--- src/design/sec_pkg.sv ---
// Shared types and constants for the sampled edge counter.
// Used by the register block, the word scanner and the top level.
`timescale 1ns / 1ps

package sec_pkg;

    // Field widths.
    localparam int WORD_W = 32;
    localparam int CNT_W  = 20;
    localparam int POS_W  = 20;
    localparam int IDX_W  = 16;
    localparam int BIT_W  = 5;
    localparam int NUM_W  = 6;

    // Output payload: 82 bits of fields padded to 88 bits.
    localparam int OUT_FIELDS_W = 82;
    localparam int OUT_DATA_W   = 88;

    // Configuration port.
    localparam int APB_ADDR_W = 3;
    localparam int APB_DATA_W = 32;

    // Register indexes (paddr bit 2 selects the register).
    localparam logic REG_CAPTURE_WORDS = 1'b0;
    localparam logic REG_MARKED_EDGE   = 1'b1;

    // Reset values of the registers.
    localparam logic [IDX_W-1:0] CAPTURE_WORDS_RST = 16'd24000;
    localparam logic [CNT_W-1:0] MARKED_EDGE_RST   = 20'd10;

    // Default maximum capture length and the saturation value of the count.
    localparam int               MAX_WORDS_DEF = 32768;
    localparam logic [CNT_W-1:0] CNT_MAX       = 20'hFFFFF;

    // Summary of the rising edges found in one sample word.
    typedef struct packed {
        logic [NUM_W-1:0] edge_num;
        logic [BIT_W-1:0] low_bit;
        logic [BIT_W-1:0] high_bit;
        logic             mark_hit;
        logic [BIT_W-1:0] mark_bit;
        logic [CNT_W:0]   total_sum;
    } scan_t;

    // Configuration values seen by the datapath.
    typedef struct packed {
        logic [IDX_W-1:0] capture_words;
        logic [CNT_W-1:0] marked_edge_number;
    } cfg_t;

endpackage

--- src/design/sampled_edge_counter.sv ---
// Sampled edge counter: counts rising edges over a capture of sample words.
// The result register driving m_tvalid is loaded from the input register holding
// a capture's last word. Throughput: one word per cycle unless the result stalls,
// set by the single input register before the word scanner and result register.
// Reset (aresetn, synchronous) clears the capture state and both handshake
// stages and restores capture_words to 24000 and marked_edge_number to 10.
`timescale 1ns / 1ps

module sampled_edge_counter #(
    parameter int MAX_WORDS = sec_pkg::MAX_WORDS_DEF
) (
    input  logic                              aclk,
    input  logic                              aresetn,
    // Configuration port.
    input  logic                              psel,
    input  logic                              penable,
    input  logic                              pwrite,
    input  logic [sec_pkg::APB_ADDR_W-1:0]    paddr,
    input  logic [sec_pkg::APB_DATA_W-1:0]    pwdata,
    output logic [sec_pkg::APB_DATA_W-1:0]    prdata,
    output logic                              pready,
    // Sample words: [31:0] sample_word.
    input  logic                              s_tvalid,
    output logic                              s_tready,
    input  logic [sec_pkg::WORD_W-1:0]        s_tdata,
    // Results: [19:0] edge_count, [20] any_edge, [40:21] first_edge_pos,
    // [60:41] edge_span, [61] marked_found, [81:62] marked_edge_pos, [87:82] zero.
    output logic                              m_tvalid,
    input  logic                              m_tready,
    output logic [sec_pkg::OUT_DATA_W-1:0]    m_tdata
);

    localparam logic [sec_pkg::IDX_W:0] MAX_LEN = (sec_pkg::IDX_W+1)'(MAX_WORDS);
    localparam logic [sec_pkg::IDX_W:0] MIN_LEN = (sec_pkg::IDX_W+1)'(2);
    localparam int BIT_SH = sec_pkg::BIT_W;

    sec_pkg::cfg_t  cfg;
    sec_pkg::scan_t scan;

    logic                        in_valid_reg;
    logic [sec_pkg::WORD_W-1:0]  in_word_reg;
    logic                        out_valid_reg;
    logic [sec_pkg::OUT_DATA_W-1:0] out_data_reg;

    logic [sec_pkg::IDX_W-1:0]   word_index_reg;
    logic                        prev_bit_reg;
    logic [sec_pkg::CNT_W-1:0]   edge_total_reg;
    logic [sec_pkg::POS_W-1:0]   first_pos_reg;
    logic [sec_pkg::POS_W-1:0]   latest_pos_reg;
    logic [sec_pkg::POS_W-1:0]   marked_pos_reg;
    logic                        marked_seen_reg;

    logic [sec_pkg::CNT_W-1:0]   edge_total_next;
    logic [sec_pkg::POS_W-1:0]   first_pos_next;
    logic [sec_pkg::POS_W-1:0]   latest_pos_next;
    logic [sec_pkg::POS_W-1:0]   marked_pos_next;
    logic                        marked_seen_next;

    logic [sec_pkg::IDX_W:0]     len_eff;
    logic [sec_pkg::IDX_W-1:0]   last_index;
    logic                        out_free;
    logic                        advance;
    logic                        discard;
    logic                        capture_end;
    logic                        any_next;
    logic [sec_pkg::POS_W-BIT_SH-1:0] word_pos;

    sec_apb_regs u_regs (
        .aclk    (aclk),
        .aresetn (aresetn),
        .psel    (psel),
        .penable (penable),
        .pwrite  (pwrite),
        .paddr   (paddr),
        .pwdata  (pwdata),
        .prdata  (prdata),
        .pready  (pready),
        .cfg     (cfg)
    );

    sec_word_scan u_scan (
        .word       (in_word_reg),
        .prev_bit   (prev_bit_reg),
        .seed       (word_index_reg == sec_pkg::IDX_W'(1)),
        .edge_total (edge_total_reg),
        .marked_num (cfg.marked_edge_number),
        .scan       (scan)
    );

    // Handshake: the input stage moves on whenever the result register is
    // free or being emptied in the same cycle.
    assign out_free = !out_valid_reg || m_tready;
    assign advance  = in_valid_reg && out_free;
    assign s_tready = !in_valid_reg || out_free;
    assign m_tvalid = out_valid_reg;
    assign m_tdata  = out_data_reg;

    // Effective capture length, clamped to [2, MAX_WORDS].
    always_comb begin
        len_eff = {1'b0, cfg.capture_words};
        if (len_eff < MIN_LEN) begin
            len_eff = MIN_LEN;
        end
        if (len_eff > MAX_LEN) begin
            len_eff = MAX_LEN;
        end
    end
    assign last_index = sec_pkg::IDX_W'(len_eff - (sec_pkg::IDX_W+1)'(1));

    assign discard     = (word_index_reg == '0);
    assign capture_end = !discard && (word_index_reg >= last_index);
    assign word_pos    = word_index_reg[sec_pkg::POS_W-BIT_SH-1:0];

    // Capture state update for the word in the input register.
    always_comb begin
        edge_total_next  = scan.total_sum[sec_pkg::CNT_W] ? sec_pkg::CNT_MAX
                                                         : scan.total_sum[sec_pkg::CNT_W-1:0];
        first_pos_next   = first_pos_reg;
        latest_pos_next  = latest_pos_reg;
        marked_pos_next  = marked_pos_reg;
        marked_seen_next = marked_seen_reg;
        if (scan.edge_num != '0) begin
            latest_pos_next = {word_pos, scan.high_bit};
            if (edge_total_reg == '0) begin
                first_pos_next = {word_pos, scan.low_bit};
            end
        end
        if (scan.mark_hit) begin
            marked_pos_next  = {word_pos, scan.mark_bit};
            marked_seen_next = 1'b1;
        end
    end

    assign any_next = (edge_total_next != '0);

    // Input register.
    always_ff @(posedge aclk) begin
        if (!aresetn) begin
            in_valid_reg <= 1'b0;
        end else if (s_tvalid && s_tready) begin
            in_valid_reg <= 1'b1;
        end else if (advance) begin
            in_valid_reg <= 1'b0;
        end
    end

    always_ff @(posedge aclk) begin
        if (s_tvalid && s_tready) begin
            in_word_reg <= s_tdata;
        end
    end

    // Capture state: cleared at the end of every capture.
    always_ff @(posedge aclk) begin
        if (!aresetn) begin
            word_index_reg  <= '0;
            prev_bit_reg    <= 1'b0;
            edge_total_reg  <= '0;
            first_pos_reg   <= '0;
            latest_pos_reg  <= '0;
            marked_pos_reg  <= '0;
            marked_seen_reg <= 1'b0;
        end else if (advance) begin
            if (discard) begin
                word_index_reg <= sec_pkg::IDX_W'(1);
            end else if (capture_end) begin
                word_index_reg  <= '0;
                prev_bit_reg    <= 1'b0;
                edge_total_reg  <= '0;
                first_pos_reg   <= '0;
                latest_pos_reg  <= '0;
                marked_pos_reg  <= '0;
                marked_seen_reg <= 1'b0;
            end else begin
                word_index_reg  <= word_index_reg + sec_pkg::IDX_W'(1);
                prev_bit_reg    <= in_word_reg[sec_pkg::WORD_W-1];
                edge_total_reg  <= edge_total_next;
                first_pos_reg   <= first_pos_next;
                latest_pos_reg  <= latest_pos_next;
                marked_pos_reg  <= marked_pos_next;
                marked_seen_reg <= marked_seen_next;
            end
        end
    end

    // Result register: loaded on the last word of a capture.
    always_ff @(posedge aclk) begin
        if (!aresetn) begin
            out_valid_reg <= 1'b0;
        end else if (advance && capture_end) begin
            out_valid_reg <= 1'b1;
        end else if (m_tready) begin
            out_valid_reg <= 1'b0;
        end
    end

    always_ff @(posedge aclk) begin
        if (advance && capture_end) begin
            out_data_reg <= {
                {(sec_pkg::OUT_DATA_W-sec_pkg::OUT_FIELDS_W){1'b0}},
                marked_seen_next ? marked_pos_next : {sec_pkg::POS_W{1'b0}},
                marked_seen_next,
                any_next ? (latest_pos_next - first_pos_next) : {sec_pkg::POS_W{1'b0}},
                any_next ? first_pos_next : {sec_pkg::POS_W{1'b0}},
                any_next,
                edge_total_next
            };
        end
    end

    // A capture with no edges reports zero positions.
    a_no_edge_zero: assert property (@(posedge aclk) disable iff (!aresetn)
        (m_tvalid && (m_tdata[19:0] == '0)) |->
            (!m_tdata[20] && (m_tdata[40:21] == '0) && (m_tdata[60:41] == '0)))
        else $error("result without edges carries nonzero positions");

    // The marked edge can only be found when some edge was counted.
    a_marked_needs_edge: assert property (@(posedge aclk) disable iff (!aresetn)
        (m_tvalid && m_tdata[61]) |-> m_tdata[20])
        else $error("marked edge found in a capture without edges");

    // The input side stalls only behind a held word and a stalled result.
    a_stall_cause: assert property (@(posedge aclk) disable iff (!aresetn)
        !s_tready |-> (in_valid_reg && out_valid_reg && !m_tready))
        else $error("input stalled without a stalled result");

    // A discarded first word never produces a result.
    a_discard_silent: assert property (@(posedge aclk) disable iff (!aresetn)
        (advance && discard && !out_valid_reg) |=> !out_valid_reg)
        else $error("result produced by a discarded word");

endmodule

--- src/design/sec_apb_regs.sv ---
// Configuration registers of the sampled edge counter behind an APB-style port.
// Depends on sec_pkg for widths, register indexes and reset values.
`timescale 1ns / 1ps

module sec_apb_regs (
    input  logic                             aclk,
    input  logic                             aresetn,
    input  logic                             psel,
    input  logic                             penable,
    input  logic                             pwrite,
    input  logic [sec_pkg::APB_ADDR_W-1:0]   paddr,
    input  logic [sec_pkg::APB_DATA_W-1:0]   pwdata,
    output logic [sec_pkg::APB_DATA_W-1:0]   prdata,
    output logic                             pready,
    output sec_pkg::cfg_t                    cfg
);

    logic [sec_pkg::IDX_W-1:0] capture_words_reg;
    logic [sec_pkg::CNT_W-1:0] marked_edge_reg;
    logic                      wr_en;
    logic                      reg_sel;

    assign pready  = 1'b1;
    assign reg_sel = paddr[2];
    assign wr_en   = psel && penable && pwrite && pready;

    // Register writes complete in the access phase.
    always_ff @(posedge aclk) begin
        if (!aresetn) begin
            capture_words_reg <= sec_pkg::CAPTURE_WORDS_RST;
            marked_edge_reg   <= sec_pkg::MARKED_EDGE_RST;
        end else if (wr_en) begin
            if (reg_sel == sec_pkg::REG_CAPTURE_WORDS) begin
                capture_words_reg <= pwdata[sec_pkg::IDX_W-1:0];
            end else begin
                marked_edge_reg <= pwdata[sec_pkg::CNT_W-1:0];
            end
        end
    end

    // Read data is a plain mux of the two registers.
    always_comb begin
        if (reg_sel == sec_pkg::REG_CAPTURE_WORDS) begin
            prdata = {{(sec_pkg::APB_DATA_W-sec_pkg::IDX_W){1'b0}}, capture_words_reg};
        end else begin
            prdata = {{(sec_pkg::APB_DATA_W-sec_pkg::CNT_W){1'b0}}, marked_edge_reg};
        end
    end

    // Both registers leave as one configuration bundle.
    assign cfg = {capture_words_reg, marked_edge_reg};

endmodule

--- src/design/sec_word_scan.sv ---
// Combinational scan of one sample word: edge mask, edge count, first and last
// edge bit, and the bit of the marked edge. Depends on sec_pkg.
`timescale 1ns / 1ps

module sec_word_scan (
    input  logic [sec_pkg::WORD_W-1:0] word,
    input  logic                       prev_bit,
    input  logic                       seed,
    input  logic [sec_pkg::CNT_W-1:0]  edge_total,
    input  logic [sec_pkg::CNT_W-1:0]  marked_num,
    output sec_pkg::scan_t             scan
);

    logic                       prev_eff;
    logic [sec_pkg::WORD_W-1:0] edges;
    logic [sec_pkg::NUM_W-1:0]  prefix [sec_pkg::WORD_W];
    logic [sec_pkg::CNT_W-1:0]  mark_diff;
    logic [sec_pkg::NUM_W-1:0]  mark_rank;
    logic [sec_pkg::BIT_W-1:0]  low_bit;
    logic [sec_pkg::BIT_W-1:0]  high_bit;
    logic [sec_pkg::BIT_W-1:0]  mark_bit;

    // On the first kept word the earliest sample seeds the previous bit,
    // so bit 0 cannot be an edge there.
    assign prev_eff = seed ? word[0] : prev_bit;
    assign edges    = word & ~{word[sec_pkg::WORD_W-2:0], prev_eff};

    // Inclusive count of edges up to each bit, each an independent popcount.
    always_comb begin
        logic [sec_pkg::WORD_W-1:0] mask;
        for (int j = 0; j < sec_pkg::WORD_W; j++) begin
            mask      = {sec_pkg::WORD_W{1'b1}} >> (sec_pkg::WORD_W - 1 - j);
            prefix[j] = sec_pkg::NUM_W'($countones(edges & mask));
        end
    end

    assign scan.edge_num  = prefix[sec_pkg::WORD_W-1];
    assign scan.total_sum = {1'b0, edge_total} + (sec_pkg::CNT_W+1)'(scan.edge_num);

    // The marked edge falls in this word when its ordinal lies past the
    // running total and within the total plus this word's edges.
    assign mark_diff     = marked_num - edge_total;
    assign mark_rank     = mark_diff[sec_pkg::NUM_W-1:0];
    assign scan.mark_hit = (marked_num != '0) && (marked_num > edge_total) &&
                           ({1'b0, marked_num} <= scan.total_sum);

    // Lowest, highest and ranked edge bits.
    always_comb begin
        low_bit  = '0;
        high_bit = '0;
        mark_bit = '0;
        for (int j = sec_pkg::WORD_W - 1; j >= 0; j--) begin
            if (edges[j]) begin
                low_bit = sec_pkg::BIT_W'(j);
            end
        end
        for (int j = 0; j < sec_pkg::WORD_W; j++) begin
            if (edges[j]) begin
                high_bit = sec_pkg::BIT_W'(j);
            end
            if (edges[j] && (prefix[j] == mark_rank)) begin
                mark_bit = sec_pkg::BIT_W'(j);
            end
        end
    end

    assign scan.low_bit  = low_bit;
    assign scan.high_bit = high_bit;
    assign scan.mark_bit = mark_bit;

endmodule

--- config.mk ---
export PLATFORM = sky130hd
export DESIGN_NAME = sampled_edge_counter
export DESIGN_NICKNAME = d
export VERILOG_FILES = /design/src/design/sec_pkg.sv /design/src/design/sampled_edge_counter.sv /design/src/design/sec_apb_regs.sv /design/src/design/sec_word_scan.sv
export SDC_FILE = /design/constraint.sdc
export NUM_CORES = 1
export LEC_CHECK = 0
export BUFFER_PORTS_ARGS = -buffer_cell sky130_fd_sc_hd__buf_2
export CORE_ASPECT_RATIO = 0.7
export CORE_MARGIN = 2
export CORE_UTILIZATION = 60
export CTS_CLUSTER_DIAMETER = 60
export DETAILED_ROUTE_END_ITERATION = 10
export GPL_TIMING_DRIVEN = 0
export PLACE_DENSITY_LB_ADDON = 0.25
export REMOVE_ABC_BUFFERS = 1
export SLEW_MARGIN = 20
export SYNTH_ARGS = -nofsm -noshare
export SYNTH_HDL_FRONTEND = slang
export SYNTH_HIERARCHICAL = 1
export SYNTH_SLANG_ARGS = --single-unit
--- constraint.sdc ---
create_clock -name aclk -period 13.45 [get_ports aclk]
set_input_delay 0.6725 -clock aclk [delete_from_list [all_inputs] [get_ports aclk]]
set_output_delay 0.6725 -clock aclk [all_outputs]
set_load 0.05 [all_outputs]
# [Word level (Yosys, flattened, before mapping)]
# Cells that the tools add are included.
[word_totals] memories=0 input_bits=74 reg_bits=250 latchBits=0 rom_bits=0 elab_cells=311 out_inout_bits=123 ramBits=0
[op_classes] n_shift=0 n_div=0 mux=116 order_cmp=5 n_eq_ne=32 n_mul=0 bitwise=4 addsub=85 n_reduce_logical=54
[op_table] operator="5-bit two-way mux" count=91
[op_table] operator="6-bit adder" count=36
[op_table] operator="20-bit two-way mux" count=10
[op_table] operator="6-bit equality test" count=31
[op_table] operator="6-bit by 1-bit adder with 6-bit output" count=13
[op_table] operator="16-bit two-way mux" count=4
[op_table] operator="20-bit nonzero test" count=2
[op_table] operator="1-bit logical AND" count=39
[op_table] operator="1-bit by 1-bit adder with 2-bit output" count=16
[op_table] operator="32-bit AND" count=1
[op_table] operator="32-bit inverter" count=1
[op_table] operator="2-bit by 2-bit adder with 3-bit output" count=8
[op_table] operator="20-bit by 6-bit adder with 21-bit output" count=1
[op_table] operator="20-bit by 21-bit <= comparator with 1-bit output" count=1
[op_table] operator="20-bit greater-than comparator" count=1
[op_table] operator="20-bit logical NOT" count=1
[op_table] operator="20-bit subtractor" count=1
[op_table] operator="17-bit by 16-bit greater-than comparator with 1-bit output (second input constant)" count=1
[op_table] operator="16-bit by 1-bit adder with 16-bit output (second input constant)" count=1
[op_table] operator="16-bit by 1-bit equality test with 1-bit output (second input constant)" count=1
[op_table] operator="16-bit greater-or-equal comparator" count=1
[op_table] operator="16-bit logical NOT" count=1
[op_table] operator="16-bit by 2-bit less-than comparator with 1-bit output (second input constant)" count=1
[op_table] operator="16-bit by 1-bit subtractor with 16-bit output (second input constant)" count=1
[op_table] operator="13 further kinds" count=32

# [Longest topological paths before layout]
[depth] depth_word=40 depth_mapped=51 ltp_nobuf=48

# [Hierarchy]
# The synthesis kept the hierarchy.
[modules_own_cells] mod="sampled_edge_counter" instances=1 area_per_inst_um2=9938.3 cells_each=891
[modules_own_cells] mod="sec_word_scan" instances=1 area_per_inst_um2=8984.9 cells_each=1153
[modules_own_cells] mod="sec_apb_regs" instances=1 area_per_inst_um2=1784.2 cells_each=188

# [Least setup slack after synthesis]
# OpenSTA, ideal clock, no wires.
[synth_timing] path_type="register to register" start="register word_index_reg[6] (netlist bit)" end="register marked_seen_reg" required_ns=13.344 t_arrival_ns=10.149 path_buffers=7 setup_ns=0.106 slack_ns=3.195 path_stages_with_launch=52 period_less_slack_ns=10.255 cell_sequence="dfxtp_1 -> clkbuf_1 -> nor4_1 -> nand4_1 -> nor2_1 -> nor2_1 -> nand2_1 -> nand2_1 -> inv_1 -> fa_1 -> inv_1 -> ha_1 -> buf_2 -> xor2_1 -> ha_1 -> clkbuf_1 -> xor2_1 -> ha_1 -> (+16 left out) -> and3_1 -> and3_1 -> xnor2_1 -> ha_1 -> a21o_1 -> a21o_1 -> a21oi_1 -> o21ai_0 -> a21oi_1 -> o21ai_0 -> a21o_1 -> a21o_1 -> a21o_1 -> a21oi_1 -> clkbuf_1 -> buf_1 -> a21oi_1 -> nor3_1"
[synth_lines] item="from (decl)" line="sampled_edge_counter.sv:45" source="logic [sec_pkg::IDX_W-1:0] word_index_reg;"
[synth_lines] item="from (signal assigned)" line="sampled_edge_counter.sv:165" source="word_index_reg <= sec_pkg::IDX_W'(1);"
[synth_lines] item="from (signal assigned)" line="sampled_edge_counter.sv:175" source="word_index_reg <= word_index_reg + sec_pkg::IDX_W'(1);"
[synth_lines] item="to (signal assigned)" line="sampled_edge_counter.sv:181" source="marked_seen_reg <= marked_seen_next;"
[synth_lines] item="to (decl)" line="sampled_edge_counter.sv:51" source="logic marked_seen_reg;"

==> metrics.md <==
| Metric | Value |
|---|---|
| Slowest Stage Delay on Critical Path | 1.05 ns |
| Share of the yosys chip area belonging to registers | 29.7% |
| Worst endpoint data arrival time | roughly 13 ns |
| Number of antenna violations at the first check in global routing | 0 |
| Clock tree from TritonCTS | done |
| Number of enable-type register cells in the synthesized netlist | 114 |
| Number of endpoints with negative hold slack in the final report | 0 |
| Hold buffers post-CTS | 0 |
| Die area | roughly 36000 um2 |
| Maximum number of pins on one net before global-route repair | 84 |
| Final design utilization | between 60 and 70% |
| Horizontal extent of the die | 226 um |
| Setup repair after global routing missed its margin | false |
| Distinct cell type count after synthesis | 87 |
| Number of sinks on the clock net | 250 |
| Critical path data required time | roughly 14 ns |
| Number of top-level pins | 197 |
| GRT Total Usage | a little under a third |
| Nets | 2671 |
| Top-count cell post-synth | ha_1 |
| Flip-flop count of the largest register after layout | 82 |
| Clock root buffer | clkbuf_16 |
| Min-Delay Path Class | in2reg |
| Post-Route Skew | 0.0205 ns |
| Largest area contributor in the synthesized netlist | edfxtp_1 |
| Count of antenna-violating nets left after detailed routing | 0 |
| Clock Pin Slew Worst Setup and Hold Paths | ~0.070 ns |
| Resize count post-CTS | 0 |
| Count of maximum capacitance violations | 0 |
| Seq cells post-synth | 250 |
| Min cycle time layout | about 13 ns |
| Detailed Place HPWL | approximately 44000 um |
| Worst setup EP type | register |
| Buffers from clock root to sink, at most | 3 |
| Instance area at placement | roughly 22000 um2 |
| Final Slew Violations | 0 |
| Number of detailed-route iterations in the first pass | 5 |
| Number of warnings reported in the yosys synthesis log | 6 |
| Summed area of non-filler cells in the final layout | between 20000 and 25000 um2 |
| Register area | just over 6000 um2 |
| CP Class | reg2reg |
| Per-cell routed wire length | 20.5 um |
| Combined area of the multi-input logic cells | between 10000 and 15000 um2 |
| Setup repair bufs after CTS | 0 |
| Clk Latency, worst-skew pair | roughly 0.55 ns |
| Hold_sp | s_tdata[24] |
| Number of design rule violations left after detail routing | 0 |
| Number of buffers added by the clock tree synthesis step | 27 |
| Finished Layout Cells | roughly 2800 |
| Element type at the critical path start | register |
| Synth Instances | ~2200 |
| Share of the synthesized area in the top cell type | roughly 17% |
| Mean number of vias per cell | approximately 6.2 |
| Worst-path cell with the longest stage delay | fa_1 |
| Placed cells | 2774 |
| Pin slew with the least headroom to its limit | 1.12 ns |
| Worst r2r src | word_index_reg[10]$_SDFFE_PN0P_ |
| H-Tree Level Count | 1 |
| Std-Cell Rows | 56 |
| Post-synthesis instance area | slightly above 20000 um2 |
| Vias in the first global route | 16800 |
| Overall overflow remaining after global route | 0 |
| Launching element of the worst setup path | word_index_reg[10]$_SDFFE_PN0P_ |
| Post-synthesis async set-or-reset flop share | 0% |
| Ratio of cells with drive above 1 in the final layout | 13.6% |
| Filler Cells Inserted | approximately 2700 |
| I/O Buffers | between 150 and 200 |
| Global-route wire length before repair | 91500 um |
| Rel. slew slack | 25.0% |
| Outcome | finished, final reports clean |
| Routed Wire Length | between 50000 and 60000 um |
| Number of vias in the routed layout | 17500 |
| Leading post-synthesis cells by cell area | edfxtp_1 (17%), dfxtp_1 (13%), ha_1 (12%), xnor2_1 (6.5%), fa_1 (5.8%) |
| Area growth from synthesis to layout | 10.4% |
| Antenna fix cells | 0 |
| Core area | around 34000 um2 |
| Starting density of the core | around three fifths |
| Ranking of synthesized cells by instance count | ha_1 (198), xnor2_1 (154), inv_1 (152) |
| DR iter-0 viols | between 1500 and 2000 |
| Maximum net fanout on the critical path | 21 |
| Post-route setup TNS | 0 ns |
| Routability-driven placement congestion ratio | 1.00 |
| Mean instance size in the synthesized netlist | between 9 and 10 um2 |
| Maximum clock rate | 0.0792 GHz |
| Share of the clock period used by the worst path after layout | around 94% |
| Die Span Y | roughly 160 um |
| Most used flip-flop cell after synthesis | dfxtp_1 |
| Total of endpoints with negative setup slack in the final report | 0 |
[cells in the final DEF (no fill, tap or decap), drive strengths merged, types with 38 or more instances in the layout]
cell type | netlist | routed
xor2 | 64 | 64
a22o | 59 | 59
nor2 | 154 | 154
edfxtp | 114 | 114
inv | 155 | 157
dfxtp | 136 | 136
nand2 | 134 | 134
nor3 | 50 | 50
mux2 | 38 | 38
ha | 198 | 198
xnor2 | 161 | 161
a21o | 62 | 62
nand4 | 38 | 38
o21ai | 71 | 71
fa | 60 | 60
buf | 69 | 181
nor2b | 56 | 56
nand3 | 48 | 48
nor4 | 39 | 39
a21oi | 108 | 108
mux2i | 59 | 59
[routing by layer]
metal | global-route usage (%) | wire [um] | vias to the layer above
met4 | 9.03 | 1480 | 0
met2 | 46.9 | 24800 | 818
met5 | 0 | 0 | -
li1 | - | - | 8137
met1 | 47.3 | 26600 | 8446
met3 | 5.87 | 5070 | 99
[worst paths after layout]
| path | cells past startpoint | endpoint | slack, ns |
|---|---|---|---|
| worst max-delay path | 47 | marked_pos_reg[1]$_SDFFE_PN0P_ | 0.82 |
| worst min-delay path | 1 | in_word_reg[24]$_DFFE_PP_ | 0.29 |
| worst max register to register | 47 | marked_pos_reg[1]$_SDFFE_PN0P_ | 0.82 |
| worst min register to register | 1 | marked_pos_reg[4]$_SDFFE_PN0P_ | 0.47 |
[worst max-delay path: cells and delay by family, from the launching register on]
kind                       cells  cell delay, ns
and+or+nand+nor               10            1.89
DFF                            1            0.48
buffers and inverters          7            1.06
AOI/OAI and AO/OA             16            3.23
xor gates and xnor gates       4            1.29
adders and majority gates     10            4.58
[logic make-up (layout without fill, tap and decap cells)]
group | count (synthesis) | count (layout) | synth area share, %
fa+ha+maj | 263 | 263 | 18.0
compound gates | 461 | 461 | 15.6
buf+inv | 282 | 386 | 5.91
other cells | 6 | 29 | 0.109
mux | 98 | 98 | 5.03
xor+xnor | 225 | 225 | 9.82
flops | 250 | 250 | 29.7
simple gates | 647 | 647 | 15.8
[metrics by stage]
| step | setup slack (ns) | hold WS (ns) |
|---|---|---|
| finish | 0.823 | 0.295 |
| global route | 0.165 | 0.285 |
| CTS | 1.03 | 0.279 |
| detailed placement | 1.11 | 0.457 |
| global placement | -0.710 | 0.438 |
| floorplan | 2.33 | 0.424 |
[final cells by class]
| cell class | count | share of cell area [%] |
|---|---|---|
| Multi-Input combinational cell | 1723 | 59.2 |
| Sequential cell | 250 | 26.9 |
| Timing Repair Buffer | 181 | 4.90 |
| Clock buffer | 33 | 3.10 |
| Inverter | 156 | 2.56 |
| Tap cell | 464 | 2.54 |
| Clock inverter | 16 | 0.826 |
Power is not shown: default switching activity piles up to over one toggle a cycle in this logic, so the estimate is an artifact.
